### config.mk
export PLATFORM = sky130hd
export DESIGN_NAME = udp_stream_loss_jitter_monitor
export DESIGN_NICKNAME = d
export VERILOG_FILES = /design/src/hdl/ulj_pkg.sv /design/src/hdl/ulj_mul.sv /design/src/hdl/ulj_div.sv /design/src/hdl/ulj_sqrt.sv /design/src/hdl/udp_stream_loss_jitter_monitor.sv
export SDC_FILE = /design/constraint.sdc
export NUM_CORES = 2
export LEC_CHECK = 0
export ABC_AREA = 0
export BUFFER_PORTS_ARGS = -buffer_cell sky130_fd_sc_hd__buf_2
export CAP_MARGIN = 25
export CORE_MARGIN = 5
export CORE_UTILIZATION = 45
export CTS_BUF_LIST = sky130_fd_sc_hd__clkbuf_16
export DETAILED_ROUTE_END_ITERATION = 10
export GPL_ROUTABILITY_DRIVEN = 0
export PLACE_DENSITY = 0.69
export SLEW_MARGIN = 25
export SYNTH_ARGS = -nofsm -noshare
export SYNTH_HDL_FRONTEND = slang
export SYNTH_SLANG_ARGS = --single-unit
### constraint.sdc
create_clock -name clock -period 50.3 [get_ports clock]
set_input_delay 2.515 -clock clock [delete_from_list [all_inputs] [get_ports clock]]
set_output_delay 2.515 -clock clock [all_outputs]
set_load 0.1 [all_outputs]
### src/hdl/ulj_pkg.sv
// Shared types and constants for the loss and jitter monitor.
package ulj_pkg;

   localparam int OP_W = 64;

   typedef enum logic [3:0] {
      S_IDLE, S_CHK, S_SEC, S_SQ, S_UPD, S_AVG, S_M1, S_M2,
      S_M3, S_VAR, S_SQRT, S_GP, S_TP, S_DONE
   } state_type;

   localparam logic [1:0] ST_COUNTED = 2'd0;
   localparam logic [1:0] ST_START   = 2'd1;
   localparam logic [1:0] ST_LATE    = 2'd2;

   localparam logic [1:0] CSR_DURATION = 2'd0;
   localparam logic [1:0] CSR_OVERHEAD = 2'd1;

   // ceil(2^68 / 1e6): x * US_RECIP >> 68 is floor(x / 1e6) for any 48-bit x
   localparam logic [OP_W-1:0] US_RECIP = 64'd295147905179353;

endpackage

### src/hdl/ulj_mul.sv
// Shift-add multiplier, 64 x 64 to 128 bits, one multiplier bit per cycle.
module ulj_mul
   import ulj_pkg::*;
(
   input  logic              clock,
   input  logic              reset,
   input  logic              start,
   input  logic [OP_W-1:0]   a,
   input  logic [OP_W-1:0]   b,
   output logic              done,
   output logic [2*OP_W-1:0] prod
);
   logic [OP_W-1:0] a_ff, hi_ff, lo_ff;
   logic [6:0]      cnt_ff;
   logic            busy_ff, done_ff;
   logic [OP_W:0]   sum;

   assign sum = {1'b0, hi_ff} + (lo_ff[0] ? {1'b0, a_ff} : '0);

   always_ff @(posedge clock) begin
      if (reset) begin
         busy_ff <= 1'b0;
         done_ff <= 1'b0;
         cnt_ff  <= '0;
      end else begin
         done_ff <= 1'b0;
         if (start) begin
            busy_ff <= 1'b1;
            cnt_ff  <= '0;
         end else if (busy_ff) begin
            cnt_ff <= cnt_ff + 7'd1;
            if (cnt_ff == 7'(OP_W - 1)) begin
               busy_ff <= 1'b0;
               done_ff <= 1'b1;
            end
         end
      end
   end

   always_ff @(posedge clock) begin
      if (start) begin
         a_ff  <= a;
         hi_ff <= '0;
         lo_ff <= b;
      end else if (busy_ff) begin
         hi_ff <= sum[OP_W:1];
         lo_ff <= {sum[0], lo_ff[OP_W-1:1]};
      end
   end

   assign done = done_ff;
   assign prod = {hi_ff, lo_ff};
endmodule

### src/hdl/ulj_div.sv
// Restoring divider, 128-bit numerator by 64-bit divisor, one quotient bit per cycle.
module ulj_div
   import ulj_pkg::*;
(
   input  logic              clock,
   input  logic              reset,
   input  logic              start,
   input  logic [2*OP_W-1:0] num,
   input  logic [OP_W-1:0]   den,
   output logic              done,
   output logic [2*OP_W-1:0] quo
);
   logic [2*OP_W-1:0] q_ff;
   logic [OP_W-1:0]   rem_ff, d_ff;
   logic [6:0]        cnt_ff;
   logic              busy_ff, done_ff;
   logic [OP_W:0]     shifted, diff;
   logic              take;

   assign shifted = {rem_ff, q_ff[2*OP_W-1]};
   assign diff    = shifted - {1'b0, d_ff};
   assign take    = (shifted >= {1'b0, d_ff});

   always_ff @(posedge clock) begin
      if (reset) begin
         busy_ff <= 1'b0;
         done_ff <= 1'b0;
         cnt_ff  <= '0;
      end else begin
         done_ff <= 1'b0;
         if (start) begin
            busy_ff <= 1'b1;
            cnt_ff  <= '0;
         end else if (busy_ff) begin
            cnt_ff <= cnt_ff + 7'd1;
            if (cnt_ff == 7'(2*OP_W - 1)) begin
               busy_ff <= 1'b0;
               done_ff <= 1'b1;
            end
         end
      end
   end

   always_ff @(posedge clock) begin
      if (start) begin
         q_ff   <= num;
         rem_ff <= '0;
         d_ff   <= den;
      end else if (busy_ff) begin
         rem_ff <= take ? diff[OP_W-1:0] : shifted[OP_W-1:0];
         q_ff   <= {q_ff[2*OP_W-2:0], take};
      end
   end

   assign done = done_ff;
   assign quo  = q_ff;
endmodule

### src/hdl/ulj_sqrt.sv
// Integer square root of a 64-bit value, one result bit per cycle.
module ulj_sqrt
   import ulj_pkg::*;
(
   input  logic              clock,
   input  logic              reset,
   input  logic              start,
   input  logic [OP_W-1:0]   x,
   output logic              done,
   output logic [OP_W/2-1:0] root
);
   logic [OP_W-1:0] x_ff, res_ff, bit_ff, trial;
   logic [4:0]      cnt_ff;
   logic            busy_ff, done_ff;

   assign trial = res_ff + bit_ff;

   always_ff @(posedge clock) begin
      if (reset) begin
         busy_ff <= 1'b0;
         done_ff <= 1'b0;
         cnt_ff  <= '0;
      end else begin
         done_ff <= 1'b0;
         if (start) begin
            busy_ff <= 1'b1;
            cnt_ff  <= '0;
         end else if (busy_ff) begin
            cnt_ff <= cnt_ff + 5'd1;
            if (cnt_ff == 5'(OP_W/2 - 1)) begin
               busy_ff <= 1'b0;
               done_ff <= 1'b1;
            end
         end
      end
   end

   always_ff @(posedge clock) begin
      if (start) begin
         x_ff   <= x;
         res_ff <= '0;
         bit_ff <= {2'b01, {(OP_W-2){1'b0}}};
      end else if (busy_ff) begin
         if (x_ff >= trial) begin
            x_ff   <= x_ff - trial;
            res_ff <= (res_ff >> 1) + bit_ff;
         end else begin
            res_ff <= res_ff >> 1;
         end
         bit_ff <= bit_ff >> 2;
      end
   end

   assign done = done_ff;
   assign root = res_ff[OP_W/2-1:0];
endmodule

### src/hdl/udp_stream_loss_jitter_monitor.sv
// Top level: packet loss and interarrival jitter monitor with its sequencer.
//
//  channel  dir  handshake            payload
//  req_     in   valid / stall        arrival_us, seq_number, payload_len
//  rsp_     out  valid / stall        status .. throughput_kbps
//  csr_     in   valid / ready        index, data
//
// Per packet, a shared divider runs up to four times (mean, variance, goodput,
// throughput), a shared multiplier up to five times (second index by reciprocal,
// jitter square, three variance products), and the square root at most once.
// Reset is synchronous; no clearing pass is needed. csr_ready is always high.
// A new packet is taken once the previous result moves to the output register,
// even while that result is still stalled.
module udp_stream_loss_jitter_monitor
   import ulj_pkg::*;
(
   input  logic        clock,
   input  logic        reset,
   input  logic        req_valid,
   output logic        req_stall,
   input  logic [47:0] req_arrival_us,
   input  logic [31:0] req_seq_number,
   input  logic [15:0] req_payload_len,
   output logic        rsp_valid,
   input  logic        rsp_stall,
   output logic [1:0]  rsp_status,
   output logic [23:0] rsp_second_index,
   output logic signed [31:0] rsp_lost_count,
   output logic [47:0] rsp_payload_total,
   output logic [47:0] rsp_transmitted_total,
   output logic [31:0] rsp_jitter_avg_us,
   output logic [31:0] rsp_jitter_stddev_us,
   output logic [31:0] rsp_jitter_count,
   output logic [31:0] rsp_goodput_kbps,
   output logic [31:0] rsp_throughput_kbps,
   input  logic        csr_valid,
   output logic        csr_ready,
   input  logic [1:0]  csr_index,
   input  logic [39:0] csr_data
);
   state_type state_ff, state_in;
   logic      launched_ff, launched_in;

   logic [39:0] duration_ff;
   logic [7:0]  overhead_ff;

   logic        started_ff, ended_ff;
   logic [47:0] start_time_ff, prev_time_ff, prev_gap_ff;
   logic [31:0] expected_seq_ff, lost_ff;
   logic [47:0] payload_ff, transmitted_ff, jsum_ff;
   logic [63:0] jsq_ff;
   logic [31:0] jcnt_ff;

   logic [47:0] arr_ff;
   logic [31:0] seq_ff;
   logic [15:0] len_ff;

   logic [1:0]  status_ff;
   logic [23:0] sec_ff;
   logic [31:0] avg_ff, std_ff, good_ff, thr_ff;
   logic [95:0] nsq_ff, var_num_ff;
   logic [63:0] var_den_ff;
   logic        rsp_valid_ff;

   logic               mul_start, div_start, sqrt_start;
   logic               mul_done, div_done, sqrt_done;
   logic [OP_W-1:0]    mul_a, mul_b, div_den;
   logic [2*OP_W-1:0]  mul_prod, div_num, div_quo;
   logic [OP_W/2-1:0]  sqrt_root;

   logic [47:0] elapsed, gap, jit;
   logic [34:0] rate_den;
   logic [31:0] seq_diff;
   logic [32:0] lost_sum;
   logic [48:0] pay_sum, tx_sum, jsum_sum;
   logic [64:0] jsq_sum;
   logic [63:0] jsq_add;
   logic [31:0] q32_sat;
   logic        finish;

   assign elapsed  = arr_ff - start_time_ff;
   assign gap      = arr_ff - prev_time_ff;
   assign jit      = (gap >= prev_gap_ff) ? gap - prev_gap_ff : prev_gap_ff - gap;
   assign rate_den = (35'(sec_ff) + 35'd1) * 35'd1000;
   assign seq_diff = seq_ff - expected_seq_ff;
   assign lost_sum = {lost_ff[31], lost_ff} + {seq_diff[31], seq_diff};
   assign pay_sum  = {1'b0, payload_ff} + 49'(len_ff);
   assign tx_sum   = {1'b0, transmitted_ff} + 49'(len_ff) + 49'(overhead_ff);
   assign jsum_sum = {1'b0, jsum_ff} + {1'b0, jit};
   assign jsq_add  = (jit[47:32] != '0) ? '1 : mul_prod[63:0];
   assign jsq_sum  = {1'b0, jsq_ff} + {1'b0, jsq_add};
   assign q32_sat  = (div_quo[127:32] != '0) ? '1 : div_quo[31:0];
   assign finish   = !(rsp_valid_ff && rsp_stall);

   ulj_mul u_mul (
      .clock(clock), .reset(reset), .start(mul_start), .a(mul_a), .b(mul_b),
      .done(mul_done), .prod(mul_prod)
   );

   ulj_div u_div (
      .clock(clock), .reset(reset), .start(div_start), .num(div_num), .den(div_den),
      .done(div_done), .quo(div_quo)
   );

   ulj_sqrt u_sqrt (
      .clock(clock), .reset(reset), .start(sqrt_start), .x(div_quo[63:0]),
      .done(sqrt_done), .root(sqrt_root)
   );

   always_ff @(posedge clock) begin
      if (reset) begin
         state_ff    <= S_IDLE;
         launched_ff <= 1'b0;
      end else begin
         state_ff    <= state_in;
         launched_ff <= launched_in;
      end
   end

   // sequencer: each arithmetic state launches its unit at most once (S_AVG and S_M1 may skip it), then waits for done
   always_comb begin
      state_in    = state_ff;
      launched_in = launched_ff;
      mul_start   = 1'b0;
      div_start   = 1'b0;
      sqrt_start  = 1'b0;
      mul_a       = '0;
      mul_b       = '0;
      div_num     = '0;
      div_den     = 64'd1;
      unique case (state_ff)
         S_IDLE: if (req_valid) state_in = S_CHK;
         S_CHK:  state_in = started_ff ? S_SEC : S_AVG;
         S_SEC: begin
            mul_a = 64'(elapsed);
            mul_b = US_RECIP;
            if (!launched_ff) begin
               mul_start = 1'b1;
               launched_in = 1'b1;
            end else if (mul_done) begin
               launched_in = 1'b0;
               if (ended_ff || elapsed >= 48'(duration_ff)) state_in = S_AVG;
               else if (prev_gap_ff != '0) state_in = S_SQ;
               else state_in = S_UPD;
            end
         end
         S_SQ: begin
            mul_a = 64'(jit);
            mul_b = 64'(jit);
            if (!launched_ff) begin
               mul_start = 1'b1;
               launched_in = 1'b1;
            end else if (mul_done) begin
               launched_in = 1'b0;
               state_in = S_UPD;
            end
         end
         S_UPD: state_in = S_AVG;
         S_AVG: begin
            div_num = 128'(jsum_ff);
            div_den = 64'(jcnt_ff);
            if (!launched_ff) begin
               if (jcnt_ff == '0) state_in = S_M1;
               else begin
                  div_start = 1'b1;
                  launched_in = 1'b1;
               end
            end else if (div_done) begin
               launched_in = 1'b0;
               state_in = S_M1;
            end
         end
         S_M1: begin
            mul_a = 64'(jcnt_ff);
            mul_b = jsq_ff;
            if (!launched_ff) begin
               if (jcnt_ff < 32'd2) state_in = S_GP;
               else begin
                  mul_start = 1'b1;
                  launched_in = 1'b1;
               end
            end else if (mul_done) begin
               launched_in = 1'b0;
               state_in = S_M2;
            end
         end
         S_M2: begin
            mul_a = 64'(jsum_ff);
            mul_b = 64'(jsum_ff);
            if (!launched_ff) begin
               mul_start = 1'b1;
               launched_in = 1'b1;
            end else if (mul_done) begin
               launched_in = 1'b0;
               state_in = (nsq_ff < mul_prod[95:0]) ? S_GP : S_M3;
            end
         end
         S_M3: begin
            mul_a = 64'(jcnt_ff);
            mul_b = 64'(jcnt_ff - 32'd1);
            if (!launched_ff) begin
               mul_start = 1'b1;
               launched_in = 1'b1;
            end else if (mul_done) begin
               launched_in = 1'b0;
               state_in = S_VAR;
            end
         end
         S_VAR: begin
            div_num = 128'(var_num_ff);
            div_den = var_den_ff;
            if (!launched_ff) begin
               div_start = 1'b1;
               launched_in = 1'b1;
            end else if (div_done) begin
               launched_in = 1'b0;
               state_in = (div_quo[127:64] != '0) ? S_GP : S_SQRT;
            end
         end
         S_SQRT: begin
            if (!launched_ff) begin
               sqrt_start = 1'b1;
               launched_in = 1'b1;
            end else if (sqrt_done) begin
               launched_in = 1'b0;
               state_in = S_GP;
            end
         end
         S_GP, S_TP: begin
            div_num = (state_ff == S_GP) ? 128'({payload_ff, 3'b000})
                                         : 128'({transmitted_ff, 3'b000});
            div_den = 64'(rate_den);
            if (!launched_ff) begin
               div_start = 1'b1;
               launched_in = 1'b1;
            end else if (div_done) begin
               launched_in = 1'b0;
               state_in = (state_ff == S_GP) ? S_TP : S_DONE;
            end
         end
         S_DONE: if (finish) state_in = S_IDLE;
         default: state_in = S_IDLE;
      endcase
   end

   // monitor state and configuration
   always_ff @(posedge clock) begin
      if (reset) begin
         duration_ff     <= 40'd10000000;
         overhead_ff     <= 8'd28;
         started_ff      <= 1'b0;
         ended_ff        <= 1'b0;
         start_time_ff   <= '0;
         prev_time_ff    <= '0;
         prev_gap_ff     <= '0;
         expected_seq_ff <= '0;
         lost_ff         <= '0;
         payload_ff      <= '0;
         transmitted_ff  <= '0;
         jsum_ff         <= '0;
         jsq_ff          <= '0;
         jcnt_ff         <= '0;
         rsp_valid_ff    <= 1'b0;
      end else begin
         if (csr_valid) begin
            if (csr_index == CSR_DURATION) duration_ff <= csr_data;
            else if (csr_index == CSR_OVERHEAD) overhead_ff <= csr_data[7:0];
         end
         if (state_ff == S_CHK && !started_ff) begin
            started_ff    <= 1'b1;
            start_time_ff <= arr_ff;
            prev_time_ff  <= arr_ff;
         end
         if (state_ff == S_SEC && mul_done &&
             (ended_ff || elapsed >= 48'(duration_ff))) begin
            ended_ff <= 1'b1;
         end
         if (state_ff == S_SQ && mul_done) begin
            jsum_ff <= jsum_sum[48] ? '1 : jsum_sum[47:0];
            jsq_ff  <= jsq_sum[64] ? '1 : jsq_sum[63:0];
            if (jcnt_ff != '1) jcnt_ff <= jcnt_ff + 32'd1;
         end
         if (state_ff == S_UPD) begin
            prev_gap_ff  <= gap;
            prev_time_ff <= arr_ff;
            if (lost_sum[32] != lost_sum[31])
               lost_ff <= lost_sum[32] ? 32'h8000_0000 : 32'h7FFF_FFFF;
            else
               lost_ff <= lost_sum[31:0];
            expected_seq_ff <= seq_ff + 32'd1;
            payload_ff      <= pay_sum[48] ? '1 : pay_sum[47:0];
            transmitted_ff  <= tx_sum[48] ? '1 : tx_sum[47:0];
         end
         if (state_ff == S_DONE && finish) rsp_valid_ff <= 1'b1;
         else if (!rsp_stall) rsp_valid_ff <= 1'b0;
      end
   end

   // per-packet working values
   always_ff @(posedge clock) begin
      if (state_ff == S_IDLE && req_valid) begin
         arr_ff <= req_arrival_us;
         seq_ff <= req_seq_number;
         len_ff <= req_payload_len;
      end
      if (state_ff == S_CHK) begin
         status_ff <= ST_START;
         sec_ff    <= '0;
         avg_ff    <= '0;
         std_ff    <= '0;
      end
      if (state_ff == S_SEC && mul_done) begin
         sec_ff    <= (mul_prod[127:92] != '0) ? '1 : mul_prod[91:68];
         status_ff <= (ended_ff || elapsed >= 48'(duration_ff)) ? ST_LATE : ST_COUNTED;
      end
      if (state_ff == S_AVG && div_done) avg_ff <= q32_sat;
      if (state_ff == S_M1 && mul_done) nsq_ff <= mul_prod[95:0];
      if (state_ff == S_M2 && mul_done) var_num_ff <= nsq_ff - mul_prod[95:0];
      if (state_ff == S_M3 && mul_done) var_den_ff <= mul_prod[63:0];
      if (state_ff == S_VAR && div_done && div_quo[127:64] != '0) std_ff <= '1;
      if (state_ff == S_SQRT && sqrt_done) std_ff <= sqrt_root;
      if (state_ff == S_GP && div_done) good_ff <= q32_sat;
      if (state_ff == S_TP && div_done) thr_ff <= q32_sat;
   end

   // output register
   always_ff @(posedge clock) begin
      if (state_ff == S_DONE && finish) begin
         rsp_status            <= status_ff;
         rsp_second_index      <= sec_ff;
         rsp_lost_count        <= lost_ff;
         rsp_payload_total     <= payload_ff;
         rsp_transmitted_total <= transmitted_ff;
         rsp_jitter_avg_us     <= avg_ff;
         rsp_jitter_stddev_us  <= std_ff;
         rsp_jitter_count      <= jcnt_ff;
         rsp_goodput_kbps      <= good_ff;
         rsp_throughput_kbps   <= thr_ff;
      end
   end

   assign req_stall = (state_ff != S_IDLE);
   assign rsp_valid = rsp_valid_ff;
   assign csr_ready = 1'b1;

   a_one_unit: assert property (@(posedge clock) disable iff (reset)
      $onehot0({mul_start, div_start, sqrt_start}))
      else $error("two arithmetic units launched together");

   a_end_after_start: assert property (@(posedge clock) disable iff (reset)
      ended_ff |-> started_ff)
      else $error("measurement ended before it started");

   a_counted_needs_start: assert property (@(posedge clock) disable iff (reset)
      (rsp_valid && rsp_status == ST_COUNTED) |-> started_ff)
      else $error("counted packet reported before start");

   a_launch_clears: assert property (@(posedge clock) disable iff (reset)
      (mul_done || div_done || sqrt_done) |-> launched_ff)
      else $error("unit finished without a launch");
endmodule

==> metrics.csv <==
stage,metric,value,unit
status,outcome,completed,
cells_and_area,area_growth,10.7,%
yosys,synth_ff_type,edfxtp_1,
power_and_ir_drop,clkPwrFrac,16.7,%
worst_hold_path,holdCritPathClass,reg -> reg,
yosys,netlist_area,0.119,sq mm
global_routing,gr-total-overflow,0,
setup_path,path_class,reg -> reg,
yosys,syn_area_per_cell,9.40,sq um
placement,dpl.cell_count,16193,
global_routing,grt_pass1_vias,91343,
sta,slew_headroom,12.3,%
yosys,synth_compound_area_share,19.8,%
sta,fin_crit_sh,26.6,%
sta,worst_slew_pin_slew,1.31,ns
setup_path,worstRegToRegCells,49,
worst_hold_path,holdPathStages,0,
yosys,synthAdderAreaFrac,11.1,%
cells_and_area,final_area,0.132,sq mm
route,drc,0,
yosys,synth_top_family_by_area,compound AO/OA/AOI/OAI gates,
global_routing,antenna_found_initial,42,
power_and_ir_drop,swShare,46.8,%
sta,layout_min_cycle_time,13.38,ns
power_and_ir_drop,total_power,9.56,mW
sta,hold_viol,0,
floorplanning,initial_core_util,45.1,%
sta,drv_slew,0,
job,cap_violations,0,
route,drt_iter0_drc,10357,
cells_and_area,final_nets,14002,
yosys,synthTopCellsByCount,"a21oi_1 (1207), nand2_1 (1199), edfxtp_1 (1188)",
sta,setup_violations,0,
setup_path,crit_required,51.06,ns
clock_network,tritoncts,done,
clock_network,clk_pin_slew_worst_paths,0.06,ns
yosys,synthArstFlopShare,0,%
yosys,synthesis.nets,13803,
global_routing,grt_usage,25.6,%
cells_and_area,fin_util,49.9,%
sta,tns,0,ns
yosys,synth_xor_area_share,6.20,%
setup_path,cp_slowest_cell,buf_4,
power_and_ir_drop,combPwrFrac,60.5,%
placement,place_hpwl,279,mm
placement,placed_cell_area,0.125,sq mm
setup_path,cp_common_cell,inv_1,
route,wl_per_cell,22.2,um
clock_network,postCtsSetupBuffers,0,
clock_network,cts_sinks,1941,
clock_network,numCtsBuffers,221,
yosys,syn_inst,12688,
route,ant_nets,0,
cells_and_area,multi_input_area,0.0634,sq mm
route,wirelength,370,mm
floorplanning,die_area,0.275,sq mm
clock_network,ctsHoldBuffers,0,
yosys,synth_seq_cells,1941,
power_and_ir_drop,power.density,72.4,mW/mm^2
clock_network,h-tree-depth,4,
cells_and_area,final_cells,16623,
yosys,muxShareOfSynthArea,1.18,%
sta,fmax,74.8,MHz
global_routing,grt_max_degree,189,
setup_path,worstPathArrival,14.13,ns
power_and_ir_drop,intPower,5.08,mW
placement,io_buffers,458,
yosys,ys_types,109,
global_routing,grt_pass1_wl,557,mm
power_and_ir_drop,p_seq_share,22.8,%
clock_network,cts_resized,0,
floorplanning,core,0.264,sq mm
yosys,synth-edff-count,1188,
floorplanning,io_pins,460,
setup_path,slowest_delay,0.78,ns
setup_path,cp-start-kind,flip-flop,
yosys,seq_area_frac_synth,42.6,%
route,num_vias,98080,
power_and_ir_drop,p_leak,52.3,nW
yosys,synth_area_leaders,"edfxtp_1 (30%), dfxtp_1 (13%), ha_1 (9.0%)",
yosys,yosys.area.top_type,edfxtp_1,
floorplanning,die_width,525,um
floorplanning,die_h,525,um
sta,finClkSkew,0.0957,ns
power_and_ir_drop,p_switching,4.48,mW
yosys,synth.most_common_cell,a21oi_1,
power_and_ir_drop,vdd_drop_max,0.000104,V
clock_network,clk_latency,0.92,ns
route,dr.pass1.iters,8,
cells_and_area,n_fill_cell,24416,
yosys,yosys.area_share.simple,14.7,%
clock_network,cts_root_buf,clkbuf_16,
setup_path,end_kind,flip-flop,
yosys,synth_top_area_share,29.9,%
floorplanning,row_count,189,
route,viasPerCell,5.90,
yosys,yosysWarnings,0,
cells_and_area,seq_area,0.0508,sq mm
clock_network,clk_path_buf_depth,4,
sta,rsz0062_at_grt,false,
setup_path,critPathMaxFanout,65,
cells_and_area,drive_gt1_share,9.04,%
final timing paths:
| kind | start | endpoint | slack, ns |
|---|---|---|---|
| min | thr_ff[9] | rsp_throughput_kbps[9] | 0.37 |
| max | arr_ff[0] | jsq_ff[3] | 36.92 |
| min reg2reg | thr_ff[9] | rsp_throughput_kbps[9] | 0.37 |
| max reg2reg | arr_ff[0] | jsq_ff[3] | 36.92 |
power by group through the flow:
stage	combinational, mW	clock, mW	sequential (mW)
2_1_floorplan	4.38	0	2.12
3_3_place_gp	5.59	0	2.21
3_5_place_dp	5.65	0	2.21
4_1_cts	5.69	1.62	2.18
5_1_grt	6.38	1.69	2.20
6_report	5.79	1.59	2.18
cells in the final DEF (no fill, tap or decap), types with 41 or more instances in the layout:
master	Yosys	routed
nor2_1	953	944
nand2b_1	112	112
a31oi_1	217	217
o21bai_1	111	111
o21a_1	110	108
nand4_1	147	147
o211ai_1	56	56
nor4_1	85	82
dfxtp_1	753	750
or2_2	70	70
nor2b_1	145	144
and3_1	148	144
ha_1	861	861
and2_1	139	133
a21o_1	441	441
buf_4	5	121
nand3_1	284	282
or3_1	68	68
xnor2_1	472	470
a222oi_1	47	47
inv_1	763	804
fa_1	111	111
a21oi_1	1207	1203
o21ai_0	692	687
mux2i_1	132	132
nand2_1	1199	1192
buf_2	34	457
edfxtp_1	1188	1188
a22oi_1	105	104
clkbuf_16	0	226
o31ai_1	53	53
nand3_2	50	50
a221oi_1	41	41
xor2_1	372	370
nor3_1	186	182
a211oi_1	212	212
per-layer routing:
metal	vias up	track usage, %	routed length [um]	share of wire, %
met1	46740	34.4	154000	42
met2	3967	40.0	163000	44
met5	-	0	267	0.072
met3	857	4.71	31600	8.6
li1	46488	-	-	-
met4	28	12.2	21300	5.8
kinds of logic (layout without fill, tap and decap cells):
logic type | count (synthesis) | after routing
DFF | 1941 | 1941
AOI/OAI and AO/OA | 3703 | 3703
muxes | 139 | 139
other | 1 | 24
and+or+nand+nor | 3688 | 3688
buffers and inverters | 1378 | 1757
adders and majority gates | 994 | 994
xor gates and xnor gates | 844 | 844
cell type report:
cell class	count	share of cell area (%)
Clock inverter	177	1.09
Multi-Input combinational cell	9369	48.0
Sequential cell	1941	38.4
Clock buffer	226	4.28
Timing Repair Buffer	587	2.55
Tap cell	3533	3.35
Inverter	767	2.19
Antenna cell	23	0.0436
registers in the layout, indices dropped and copies added (netlist names), 48 cells and up:
signal	count
u_sqrt.x_ff	64
arr_ff	48
start_time_ff	48
u_div.rem_ff	64
nsq_ff	96
var_den_ff	64
prev_time_ff	48
jsum_ff	48
u_div.quo	128
u_mul.lo_ff	64
transmitted_ff	48
u_mul.a_ff	48
jsq_ff	64
u_sqrt.res_ff	64
prev_gap_ff	48
rsp_transmitted_total	48
u_div.d_ff	64
rsp_payload_total	48
u_mul.hi_ff	64
payload_ff	48
var_num_ff	96
stage by stage:
stage	hold slack [ns]	setup slack (ns)
after floorplan	0.400	31.64
after global placement	0.401	37.45
after detailed placement	0.405	37.19
after CTS	0.369	37.14
after global routing	0.371	36.11
final	0.369	36.92
worst max-delay path: cells and delay by family (launching register included):
family,cells,cell delay (ns)
AO/OA/AOI/OAI,23,6.01
buffers and inverters,7,2.07
adder cells (fa/ha/maj),5,1.55
AND/OR/NAND/NOR,13,2.83
flip-flops,1,0.41
XOR/XNOR,1,0.27
No activity file was read; power rests on OpenSTA's default activity.
